===== src/rtl/srr_pkg.sv =====
// Shared types and constants for the segmented response reassembler.
// No dependencies; used by every module of the block.
package srr_pkg;

  localparam int unsigned NumLanes  = 7;  // payload byte positions byte1..byte7
  localparam int unsigned NumSlots  = NumLanes + 1;
  localparam int unsigned FcSlot    = NumLanes;  // flow-control slot follows the lanes
  localparam int unsigned FirstLane = 4;  // first frame carries payload in byte5..byte7

  localparam int unsigned IdxW = 12;
  localparam int unsigned SelW = $clog2(NumSlots);

  localparam logic [7:0]      PciMask      = 8'hF0;
  localparam logic [3:0]      LowNibble    = 4'h0F;
  localparam logic [3:0]      PciFirst     = 4'h1;
  localparam logic [3:0]      PciConsec    = 4'h2;
  localparam logic [7:0]      PositiveCode = 8'h62;
  localparam logic [IdxW-1:0] HeaderBytes  = 12'd3;

  localparam logic KindPayload = 1'b0;
  localparam logic KindFlowCtl = 1'b1;

  typedef struct packed {
    logic            valid;
    logic [7:0]      data;
    logic [IdxW-1:0] index;
    logic            done;
  } lane_res_t;

endpackage


===== src/rtl/srr_lane.sv =====
// One payload byte lane: checks its index against the message length.
// Depends on srr_pkg.
module srr_lane (
  input  logic                         en_i,
  input  logic [7:0]                   data_i,
  input  logic [srr_pkg::IdxW:0]       index_i,
  input  logic [srr_pkg::IdxW-1:0]     plen_i,
  output srr_pkg::lane_res_t           res_o
);

  logic [srr_pkg::IdxW:0] plen_ext;

  always_comb begin
    plen_ext    = {1'b0, plen_i};
    res_o.valid = en_i && (index_i < plen_ext);
    res_o.data  = data_i;
    res_o.index = index_i[srr_pkg::IdxW-1:0];
    res_o.done  = (index_i + 13'd1) == plen_ext;
  end

endmodule


===== src/rtl/srr_merge.sv =====
// Result merge: captures the lane results of one frame plus the
// flow-control slot and, while out_stall_i is low, hands them out one
// per cycle in lane order. Depends on srr_pkg.
module srr_merge (
  input  logic                                      clk_i,
  input  logic                                      rst_ni,
  input  logic                                      load_i,
  input  srr_pkg::lane_res_t [srr_pkg::NumLanes-1:0] lanes_i,
  input  logic                                      fc_valid_i,
  input  logic [7:0]                                fc_data_i,
  input  logic [15:0]                               ident_i,
  output logic                                      ready_o,
  output logic                                      out_valid_o,
  input  logic                                      out_stall_i,
  output logic                                      kind_o,
  output logic [7:0]                                data_byte_o,
  output logic [srr_pkg::IdxW-1:0]                  byte_index_o,
  output logic [15:0]                               data_ident_o,
  output logic                                      last_of_run_o,
  output logic                                      message_done_o
);

  logic [srr_pkg::NumSlots-1:0] mask_q, mask_d;
  logic [srr_pkg::NumSlots-1:0] low, rest, mask_after, new_mask;
  srr_pkg::lane_res_t [srr_pkg::NumSlots-1:0] slot_q;
  logic [15:0] ident_q;
  logic        pop;
  srr_pkg::lane_res_t cur;

  always_comb begin
    low        = mask_q & (~mask_q + 8'd1);
    rest       = mask_q & ~low;
    pop        = out_valid_o && !out_stall_i;
    mask_after = pop ? rest : mask_q;
    ready_o    = (mask_after == '0);
    for (int k = 0; k < srr_pkg::NumLanes; k++) begin
      new_mask[k] = lanes_i[k].valid;
    end
    new_mask[srr_pkg::FcSlot] = fc_valid_i;
    mask_d = load_i ? new_mask : mask_after;

    cur = '0;
    for (int k = 0; k < srr_pkg::NumSlots; k++) begin
      if (low[k]) begin
        cur = cur | slot_q[k];
      end
    end
  end

  always_ff @(posedge clk_i or negedge rst_ni) begin
    if (!rst_ni) begin
      mask_q <= '0;
    end else begin
      mask_q <= mask_d;
    end
  end

  always_ff @(posedge clk_i) begin
    if (load_i) begin
      for (int k = 0; k < srr_pkg::NumLanes; k++) begin
        slot_q[k] <= lanes_i[k];
      end
      slot_q[srr_pkg::FcSlot] <= '{valid: fc_valid_i, data: fc_data_i,
                                   index: '0, done: 1'b0};
      ident_q <= ident_i;
    end
  end

  // flow-control slot is the only one with kind set
  assign out_valid_o    = (mask_q != '0);
  assign kind_o         = low[srr_pkg::FcSlot] ? srr_pkg::KindFlowCtl
                                               : srr_pkg::KindPayload;
  assign data_byte_o    = cur.data;
  assign byte_index_o   = cur.index;
  assign data_ident_o   = ident_q;
  assign last_of_run_o  = (rest == '0);
  assign message_done_o = cur.done;

endmodule


===== src/rtl/segmented_response_reassembler_core.sv =====
// Segmented response reassembler (multi-frame receive of a diagnostic reply).
// Input: one 8-byte frame per request on byte0_i..byte7_i with in_valid_i /
// in_stall_o. Output: one result per request (payload byte or flow-control
// request) with out_valid_o / out_stall_i. Register write: cfg_we_i with
// cfg_wdata_i sets the separation time placed in flow-control requests.
// A frame is decoded and the message state updated in the cycle it is
// accepted; seven byte lanes check their positions in parallel and the
// merge stage captures the frame's results. They appear from the next cycle
// on, one per cycle while out_stall_i is low; a first frame yields up to 4,
// counting its flow-control request, and a consecutive frame up to 7.
// A new frame is taken in the cycle the last result of the previous one is
// taken; a frame with no results does not hold up the next frame. While
// out_stall_i is high the current result holds and in_stall_o stays high
// once the merge stage has results left. Reset (rst_ni low, asynchronous)
// makes the block idle, clears message state and the separation time, and
// drops all pending results.
// Depends on srr_pkg, srr_lane, srr_merge.
module segmented_response_reassembler_core (
  input  logic                         clk_i,
  input  logic                         rst_ni,
  input  logic                         cfg_we_i,
  input  logic [7:0]                   cfg_wdata_i,
  input  logic                         in_valid_i,
  output logic                         in_stall_o,
  input  logic [7:0]                   byte0_i,
  input  logic [7:0]                   byte1_i,
  input  logic [7:0]                   byte2_i,
  input  logic [7:0]                   byte3_i,
  input  logic [7:0]                   byte4_i,
  input  logic [7:0]                   byte5_i,
  input  logic [7:0]                   byte6_i,
  input  logic [7:0]                   byte7_i,
  output logic                         out_valid_o,
  input  logic                         out_stall_i,
  output logic                         kind_o,
  output logic [7:0]                   data_byte_o,
  output logic [srr_pkg::IdxW-1:0]     byte_index_o,
  output logic [15:0]                  data_ident_o,
  output logic                         last_of_run_o,
  output logic                         message_done_o
);

  localparam int unsigned IdxW = srr_pkg::IdxW;

  logic [7:0]      sep_q;
  logic            active_q, active_d;
  logic [IdxW-1:0] plen_q, plen_d;
  logic [IdxW-1:0] rcvd_q, rcvd_d;
  logic [3:0]      seq_q, seq_d;
  logic [15:0]     ident_q, ident_d;

  logic            ready, accept;
  logic [IdxW-1:0] total, plen_new;
  logic            is_first, is_consec;
  logic [IdxW:0]   rcvd_sum, plen_ext;
  logic            fc_valid;
  logic [IdxW-1:0] lane_plen;

  logic [7:0]                 lane_data [srr_pkg::NumLanes];
  logic [IdxW:0]              lane_idx  [srr_pkg::NumLanes];
  logic                       lane_en   [srr_pkg::NumLanes];
  srr_pkg::lane_res_t [srr_pkg::NumLanes-1:0] lane_res;

  assign accept     = in_valid_i && ready;
  assign in_stall_o = !ready;

  assign lane_data[0] = byte1_i;
  assign lane_data[1] = byte2_i;
  assign lane_data[2] = byte3_i;
  assign lane_data[3] = byte4_i;
  assign lane_data[4] = byte5_i;
  assign lane_data[5] = byte6_i;
  assign lane_data[6] = byte7_i;

  always_comb begin
    total    = {byte0_i[3:0], byte1_i};
    plen_new = (total > srr_pkg::HeaderBytes) ? total - srr_pkg::HeaderBytes : '0;
    is_first = (byte0_i[7:4] == srr_pkg::PciFirst) && (byte2_i == srr_pkg::PositiveCode)
               && (plen_new != '0);
    // consecutive frame counts only while active and in sequence
    is_consec = (byte0_i[7:4] == srr_pkg::PciConsec) && active_q
                && ((byte0_i[3:0] & srr_pkg::LowNibble) == 4'(seq_q + 4'd1));

    lane_plen = is_first ? plen_new : plen_q;
    for (int k = 0; k < srr_pkg::NumLanes; k++) begin
      if (is_first) begin
        lane_en[k]  = (k >= srr_pkg::FirstLane);
        lane_idx[k] = 13'(k - srr_pkg::FirstLane);
      end else begin
        lane_en[k]  = is_consec;
        lane_idx[k] = {1'b0, rcvd_q} + 13'(k);
      end
    end
    fc_valid = is_first && (plen_new > srr_pkg::HeaderBytes);

    active_d = active_q;
    plen_d   = plen_q;
    rcvd_d   = rcvd_q;
    seq_d    = seq_q;
    ident_d  = ident_q;
    rcvd_sum = {1'b0, rcvd_q} + 13'(srr_pkg::NumLanes);
    plen_ext = {1'b0, plen_q};
    if (accept && is_first) begin
      ident_d = {byte3_i, byte4_i};
      plen_d  = plen_new;
      seq_d   = '0;
      if (plen_new <= srr_pkg::HeaderBytes) begin
        active_d = 1'b0;
        rcvd_d   = plen_new;
      end else begin
        active_d = 1'b1;
        rcvd_d   = srr_pkg::HeaderBytes;
      end
    end else if (accept && is_consec) begin
      seq_d = 4'(seq_q + 4'd1);
      if (rcvd_sum >= plen_ext) begin
        rcvd_d   = plen_q;
        active_d = 1'b0;
      end else begin
        rcvd_d = rcvd_sum[IdxW-1:0];
      end
    end
  end

  always_ff @(posedge clk_i or negedge rst_ni) begin
    if (!rst_ni) begin
      sep_q    <= '0;
      active_q <= 1'b0;
      plen_q   <= '0;
      rcvd_q   <= '0;
      seq_q    <= '0;
      ident_q  <= '0;
    end else begin
      if (cfg_we_i) begin
        sep_q <= cfg_wdata_i;
      end
      active_q <= active_d;
      plen_q   <= plen_d;
      rcvd_q   <= rcvd_d;
      seq_q    <= seq_d;
      ident_q  <= ident_d;
    end
  end

  for (genvar g = 0; g < srr_pkg::NumLanes; g++) begin : g_lane
    srr_lane u_lane (
      .en_i    (lane_en[g]),
      .data_i  (lane_data[g]),
      .index_i (lane_idx[g]),
      .plen_i  (lane_plen),
      .res_o   (lane_res[g])
    );
  end

  srr_merge u_merge (
    .clk_i          (clk_i),
    .rst_ni         (rst_ni),
    .load_i         (accept),
    .lanes_i        (lane_res),
    .fc_valid_i     (fc_valid),
    .fc_data_i      (sep_q),
    .ident_i        (ident_d),
    .ready_o        (ready),
    .out_valid_o    (out_valid_o),
    .out_stall_i    (out_stall_i),
    .kind_o         (kind_o),
    .data_byte_o    (data_byte_o),
    .byte_index_o   (byte_index_o),
    .data_ident_o   (data_ident_o),
    .last_of_run_o  (last_of_run_o),
    .message_done_o (message_done_o)
  );

  // a new frame only enters once the previous frame's last result leaves
  a_accept_drained: assert property (@(posedge clk_i) disable iff (!rst_ni)
    accept |-> (!out_valid_o || (last_of_run_o && !out_stall_i)))
    else $error("frame accepted while results pending");

  a_done_is_last: assert property (@(posedge clk_i) disable iff (!rst_ni)
    (out_valid_o && message_done_o) |-> (last_of_run_o && kind_o == srr_pkg::KindPayload))
    else $error("message done not on last payload result");

  a_fc_shape: assert property (@(posedge clk_i) disable iff (!rst_ni)
    (out_valid_o && kind_o == srr_pkg::KindFlowCtl) |-> (last_of_run_o && byte_index_o == '0))
    else $error("flow-control request malformed");

  a_active_len: assert property (@(posedge clk_i) disable iff (!rst_ni)
    active_q |-> (rcvd_q < plen_q))
    else $error("active with no bytes outstanding");

endmodule

===== config.mk =====
export PLATFORM = sky130hd
export DESIGN_NAME = segmented_response_reassembler_core
export DESIGN_NICKNAME = d
export VERILOG_FILES = /design/src/rtl/srr_pkg.sv /design/src/rtl/srr_lane.sv /design/src/rtl/srr_merge.sv /design/src/rtl/segmented_response_reassembler_core.sv
export SDC_FILE = /design/constraint.sdc
export NUM_CORES = 1
export LEC_CHECK = 0
export ABC_AREA = 1
export BUFFER_PORTS_ARGS = -buffer_cell sky130_fd_sc_hd__buf_4
export CAP_MARGIN = 20
export CORE_MARGIN = 2
export CORE_UTILIZATION = 43
export CTS_BUF_LIST = sky130_fd_sc_hd__clkbuf_4
export CTS_CLUSTER_DIAMETER = 40
export CTS_CLUSTER_SIZE = 30
export DETAILED_ROUTE_END_ITERATION = 10
export PLACE_DENSITY_LB_ADDON = 0.05
export SLEW_MARGIN = 0
export SYNTH_ARGS = -nofsm -noshare
export SYNTH_HDL_FRONTEND = slang
export SYNTH_SLANG_ARGS = --single-unit

===== constraint.sdc =====
create_clock -name clk_i -period 5.8 [get_ports clk_i]
set_clock_uncertainty 0.1 [all_clocks]
set_input_delay 1.45 -clock clk_i [delete_from_list [all_inputs] [get_ports clk_i]]
set_output_delay 1.45 -clock clk_i [all_outputs]
set_load 0.02 [all_outputs]

# Yosys cells after proc, flatten, opt, wreduce, memory -nomap -nowiden

Index checks and enable logic that the tools add are counted.

Register bits after elaboration: 232
Input port bits: 77

Add/subtract/negate cells: 17
$lt $le $gt $ge: 11
Equal/unequal tests: 11
Multiplexer cells: 33
Bitwise operators: 11
Reduce and logical (&&, ||, !) cells: 25

Operators by type and width:

| kind                                                            | count |
|---|---|
| 2-to-1 mux 21 bit                                               | 8 |
| OR 21 bit                                                       | 7 |
| adder 13 x 1 -> 13 bit, second input constant                   | 7 |
| == test 13 x 12 -> 1 bit                                        | 7 |
| less-than comparator 13 x 12 -> 1 bit                           | 7 |
| 2-to-1 mux 13 bit                                               | 7 |
| 2-to-1 mux 12 bit                                               | 6 |
| adder 12 x 3 -> 13 bit, second input constant                   | 4 |
| adder 12 x 2 -> 13 bit, second input constant                   | 2 |
| greater-than comparator 12 x 2 -> 1 bit, second input constant  | 2 |
| AND 8 bit                                                       | 2 |
| logical AND 1 bit                                               | 16 |
| zero test 8 bit                                                 | 2 |
| 2-to-1 mux 16 bit                                               | 1 |
| 2-to-1 mux 8 bit                                                | 2 |
| NOT 8 bit                                                       | 2 |
| adder 12 x 1 -> 13 bit, second input constant                   | 1 |
| greater-or-equal comparator 13 x 12 -> 1 bit                    | 1 |
| less-or-equal comparator 12 x 2 -> 1 bit, second input constant | 1 |
| nonzero test 12 bit                                             | 1 |
| subtractor 12 x 2 -> 12 bit, second input constant              | 1 |
| adder 8 x 1 -> 8 bit, second input constant                     | 1 |
| == test 8 x 7 -> 1 bit, second input constant                   | 1 |
| 2-to-1 mux 4 bit                                                | 2 |
| other kinds (9)                                                 | 17 |

# Depth between registers and ports, before layout

Depth in word-level cells: 18
Gate-level depth with buffers: 28

# Cells and area by module

Synthesis repeated with hierarchy kept, for this count alone.

Cells, all modules: 2490
Area total of the unflattened synthesis: 18507.8 um^2

By module, submodules not included:

| module                              | times used | cells each | area an instance (um^2) | sequential area each (um^2) |
|---|---|---|---|---|
| srr_lane                            | 7          | 182        | 983.4                   | 0.0 |
| srr_merge                           | 1          | 486        | 6825.3                  | 5335.1 |
| segmented_response_reassembler_core | 1          | 730        | 4798.4                  | 1326.3 |

# Worst setup path before layout

No wires, ideal clock.

Kind: in2reg
Start point: input out_stall_i
End point: register u_merge.ident_q[10], in the netlist u_merge.data_ident_o[10], data pin
Library setup time: 0.257 ns
Arrival: 5.045 ns
Path slack: 0.398 ns
Cell stages on the path: 12
Path buffers: 2
Cells stage by stage: a21oi_2 inv_1 o21ai_0 inv_1 nor2_1 nand4_1 inv_2 nand2_1 buf_2 buf_2 nand2_1 nand2_1

Cells in the longest elaborated chain, start to end: 7

Ends and longest elaborated chain:

| element              | RTL line                                   | source |
|---|---|---|
| start, declared      | segmented_response_reassembler_core.sv:34  | `input logic out_stall_i,` |
| zero test 1 bit      | srr_merge.sv:33                            | `pop = out_valid_o && !out_stall_i;` |
| logical AND 1 bit    | srr_merge.sv:33                            |  |
| 2-to-1 mux 8 bit     | srr_merge.sv:34                            | `mask_after = pop ? rest : mask_q;` |
| zero test 8 bit      | srr_merge.sv:35                            | `ready_o = (mask_after == '0);` |
| logical AND 1 bit    | segmented_response_reassembler_core.sv:64  | `assign accept = in_valid_i && ready;` |
| net accept           | segmented_response_reassembler_core.sv:52  | `logic ready, accept;` |
| logical AND 1 bit    | segmented_response_reassembler_core.sv:103 | `if (accept && is_first) begin` |
| 2-to-1 mux 16 bit    | segmented_response_reassembler_core.sv:103 |  |
| net ident_d[10]      | segmented_response_reassembler_core.sv:50  | `logic [15:0] ident_q, ident_d;` |
| end signal, assigned | srr_merge.sv:65                            | `ident_q <= ident_i;` |
| end, declared        | srr_merge.sv:26                            | `logic [15:0] ident_q;` |

The timed path passes the listed nets, and every way through them passes these cells.
A chain may end at the register's enable or synchronous reset.

# Worst setup path after layout

Start point: register u_merge.mask_q[0] (netlist name)
End point: output data_byte_o[2]

Cells in the longest elaborated chain, start to end: 18

Ends and longest elaborated chain:

| element                | RTL line                                  | source |
|---|---|---|
| start, declared        | srr_merge.sv:23                           | `logic [srr_pkg::NumSlots-1:0] mask_q, mask_d;` |
| start signal, assigned | srr_merge.sv:54                           | `mask_q <= mask_d;` |
| NOT 8 bit              | srr_merge.sv:31                           | `low = mask_q & (~mask_q + 8'd1);` |
| adder 8 x 1 -> 8 bit   | srr_merge.sv:31                           |  |
| AND 8 bit *            | srr_merge.sv:31                           |  |
| 2-to-1 mux 21 bit      | srr_merge.sv:44                           | `if (low[k]) begin` |
| OR 21 bit              | srr_merge.sv:45                           | `cur = cur \| slot_q[k];` |
| 2-to-1 mux 21 bit      | srr_merge.sv:44                           |  |
| OR 21 bit              | srr_merge.sv:45                           |  |
| 2-to-1 mux 21 bit      | srr_merge.sv:44                           |  |
| (+2 left out)          | n/a                                       |  |
| OR 21 bit              | srr_merge.sv:45                           |  |
| 2-to-1 mux 21 bit      | srr_merge.sv:44                           |  |
| OR 21 bit              | srr_merge.sv:45                           |  |
| 2-to-1 mux 21 bit      | srr_merge.sv:44                           |  |
| OR 21 bit              | srr_merge.sv:45                           |  |
| 2-to-1 mux 21 bit      | srr_merge.sv:44                           |  |
| OR 21 bit              | srr_merge.sv:45                           |  |
| 2-to-1 mux 21 bit *    | srr_merge.sv:44                           |  |
| end, declared          | segmented_response_reassembler_core.sv:36 | `output logic [7:0] data_byte_o,` |

Mark *: on every way between the ends. The rest lies on a longest branch, timed or not.

==> flow_summary_export.csv <==
group,metric,value,unit
outcome,status,"completed",
power,ir_drop,193,uV
synthesis,netlist_area,0.0156,mm^2
power,power.static_leakage,8.72,nW
power,power_density,225,mW/mm^2
floorplanning,start_util,0.438,
timing,fin_crit,5030,ps
clocking,numCtsBuffers,38,
power,p_clk_frac,0.346,
clocking,cts_tree,"done",
critical_path,critPathBufInv,3,
critical_path,cp-start-kind,"flip-flop",
finish,area_growth,14.5,%
power,combPwrFrac,0.143,
synthesis,synthAdderAreaFrac,0.0739,
synthesis,synth-xor-area-share,0.0512,
clocking,clkLatencyLatePin,770,ps
power,p_int,0.00282,W
timing,hold_viol,0,
timing,worstMarginPinSlew,942,ps
drt,drc,0,
critical_path,path_cells,"buf_4, nor3_2, buf_4, nand2_1, nand3_1, a221oi_1, nand4_1, buf_4",
drt,post_drt_wl_per_cell,22.7,um
power,p_sw_frac,0.295,
finish,fin_nets,2311,
synthesis,synth_area_leaders,"edfxtp_1 (31%), nand2_1 (15%), dfrtp_1 (9.8%)",
place,place_hpwl,48300,um
synthesis,synth_mux_area_frac,0.00579,
clocking,postCtsSetupBuffers,0,
timing,whs,358,ps
synthesis,synth_ff_type,"edfxtp_1",
synthesis,synthesis.instances,1987,
global_routing,antenna_found_initial,3,
critical_path,required,4250,ps
clocking,cts.sinks,224,
critical_path,worst_path_largest_cell_delay,800,ps
critical_path,cp_slowest_cell,"dfrtp_1",
drt,drt_wl_total,59900,um
place,gp_congestion,1.03,
synthesis,ys_types,59,
global_routing,grt_pass1_wl,88800,um
synthesis,synth_seq_area_share,0.413,
critical_path,arrival,3480,ps
global_routing,grtUsageTotal,0.318,
critical_path,crit_top_cell,"buf_4",
synthesis,synth_top_family_by_area,"simple AND/OR/NAND/NOR gates",
critical_path,cp_top_family,"flip-flops",
synthesis,synth_compound_area_frac,0.0876,
hold_path,hold_start,"sep_q[7]",
synthesis,async_reset_ff_frac,0.272,
critical_path,crit_path_end_kind,"output port",
timing,slew_headroom,0.372,
synthesis,ys_ff_latch,224,
synthesis,syn-num-nets,2156,
timing,rsz0062_at_grt,"no",
clocking,clk_pin_slew_worst_paths,100,ps
floorplanning,std_cell_rows,69,
floorplanning,dieArea,0.0377,mm^2
clocking,h-tree-depth,2,
critical_path,worstPathMaxFanout,15,
power,p_seq_frac,0.511,
drt,ant_nets,0,
floorplanning,die_x,194,um
synthesis,synth_top_area_cell,"edfxtp_1",
power,p_sw,0.00118,W
synthesis,yosys.area_share.simple,0.294,
timing,post-route-period-util,0.867,
synthesis,synth-edff-count,163,
clocking,root_buffer,"clkbuf_4",
finish,finalNonFillerCells,2635,
drt,drt-initial-drc-count,1423,
synthesis,ys.warnings.count,0,
place,io_buffers,117,
drt,viasPerCell,5.54,
finish,final_layout_size_suffix_gt1_frac,0.138,
run,maxCapViolCount,0,
timing,setup_viol,0,
clocking,postCtsHoldBufs,0,
finish,finish.instance_area,0.0178,mm^2
synthesis,ys_top_cells_by_count,"nand2_1 (636), inv_1 (217), edfxtp_1 (163), nor2_1 (154), nand3_1 (149)",
global_routing,grt_overflow_total,0,
global_routing,grt_max_degree,62,
drt,vias,14600,
critical_path,cp-startpoint,"u_merge.mask_q[0]",
timing,slew_viol_final,0,
place,place_inst,2563,
floorplanning,ios,118,
place,dpl_cell_area,0.0171,mm^2
floorplanning,coreArea,0.0356,mm^2
critical_path,crit_type,"flip-flop to output port",
synthesis,synth.avg_cell_area,7.83,um^2
synthesis,yosysMostFrequentCell,"nand2_1",
critical_path,timing.rr.start,"rcvd_q[1]",
clocking,ctsResizeCount,0,
drt,drtPass1Iterations,6,
global_routing,grt_pass1_vias,14000,
timing,fmax,199,MHz
hold_path,hold_path_class,"flip-flop to flip-flop",
floorplanning,die_y,194,um
synthesis,synth_top_cell_area_share,0.314,
timing,tns,0,ps
clocking,clock_path_buffers,3,
[metal layers]
metal,share of wire,track usage,wire (um),vias up
li1,-,-,-,6970
met1,0.45,0.461,27200,6960
met2,0.43,0.478,25900,583
met3,0.080,0.0555,4790,93
met4,0.034,0.111,2040,0
met5,0,0,0,-
[registers in the layout, indices dropped and copies added (netlist names)]
signal	cells
active_q	1
ident_q	16
plen_q	12
rcvd_q	12
sep_q	8
seq_q	4
u_merge.data_ident_o	16
u_merge.mask_q	8
u_merge.slot_q	147
[final timing paths]
path	endpoint	slack, ps	cells past startpoint
hold reg to reg	u_merge.slot_q[174]	360	0
setup reg to reg	rcvd_q[6]	1090	18
setup / recovery	data_byte_o[2]	770	8
hold / removal	u_merge.slot_q[174]	360	0
min in group asynchronous	u_merge.mask_q[5]	730	1
max in group asynchronous	plen_q[1]	4230	1
[final cells by class]
type / instances / area (um^2)
Antenna cell: 2 / 5.00
Clock buffer: 42 / 315
Clock inverter: 28 / 353
Fill cell: 3546 / 17800
Inverter: 229 / 865
Multi-Input combinational cell: 1482 / 8000
Sequential cell: 224 / 6420
Tap cell: 461 / 577
Timing Repair Buffer: 167 / 1280
[cells by family after synthesis]
logic type / after synthesis
AND/OR/NAND/NOR: 1066
buffers and inverters: 281
AO/OA/AOI/OAI: 225
flip-flops: 224
adder cells (fa/ha/maj): 92
XOR/XNOR: 91
multiplexers: 8
[metrics by stage]
stage               worst slack (ps)  total power [W]  utilization
floorplan                        398          0.00237            -
global placement                 484          0.00266        0.482
detailed placement               468          0.00266        0.482
CTS                              788          0.00404        0.501
global route                     637          0.00416        0.501
finish                           771          0.00400        0.501
[worst register-to-register path: cells and delay by family, from the launching register on]
family | cells | cell delay [ps]
AOI/OAI and AO/OA | 5 | 1180
xor gates and xnor gates | 1 | 270
DFF | 1 | 640
and+or+nand+nor | 7 | 1030
adders and majority gates | 2 | 710
buffers and inverters | 3 | 730
[power groups by stage]
stage,Sequential [W],Clock (W),Combinational (W)
finish,0.00204,0.00139,0.000573
global placement,0.00208,0,0.000580
floorplan,0.00209,0,0.000276
CTS,0.00204,0.00141,0.000581
detailed placement,0.00208,0,0.000580
global route,0.00206,0.00148,0.000622
[layout by cell type, fill, tap and decap left out, types with 4 or more instances in the layout]
cell type / n
clkinv_1: 8
nor3_1: 17
ha_1: 92
clkinvlp_4: 7
edfxtp_1: 163
bufinv_16: 6
nand3_1: 149
buf_4: 165
nand3b_1: 9
clkbuf_4: 42
nand4_1: 50
inv_1: 217
nor2_1: 149
o31ai_1: 6
nand2_2: 9
o21bai_1: 7
a221oi_1: 19
o21ai_0: 99
o41ai_1: 5
o211ai_1: 4
mux2_2: 8
a22o_1: 11
o21ai_1: 7
nand3_2: 9
nor4_1: 4
a21o_1: 4
or2_2: 6
nor2_2: 15
inv_6: 5
nand2_1: 636
xnor2_1: 17
inv_2: 6
dfrtp_1: 61
a21oi_1: 46
xor2_1: 74
No activity file was read; power rests on OpenSTA's default activity.
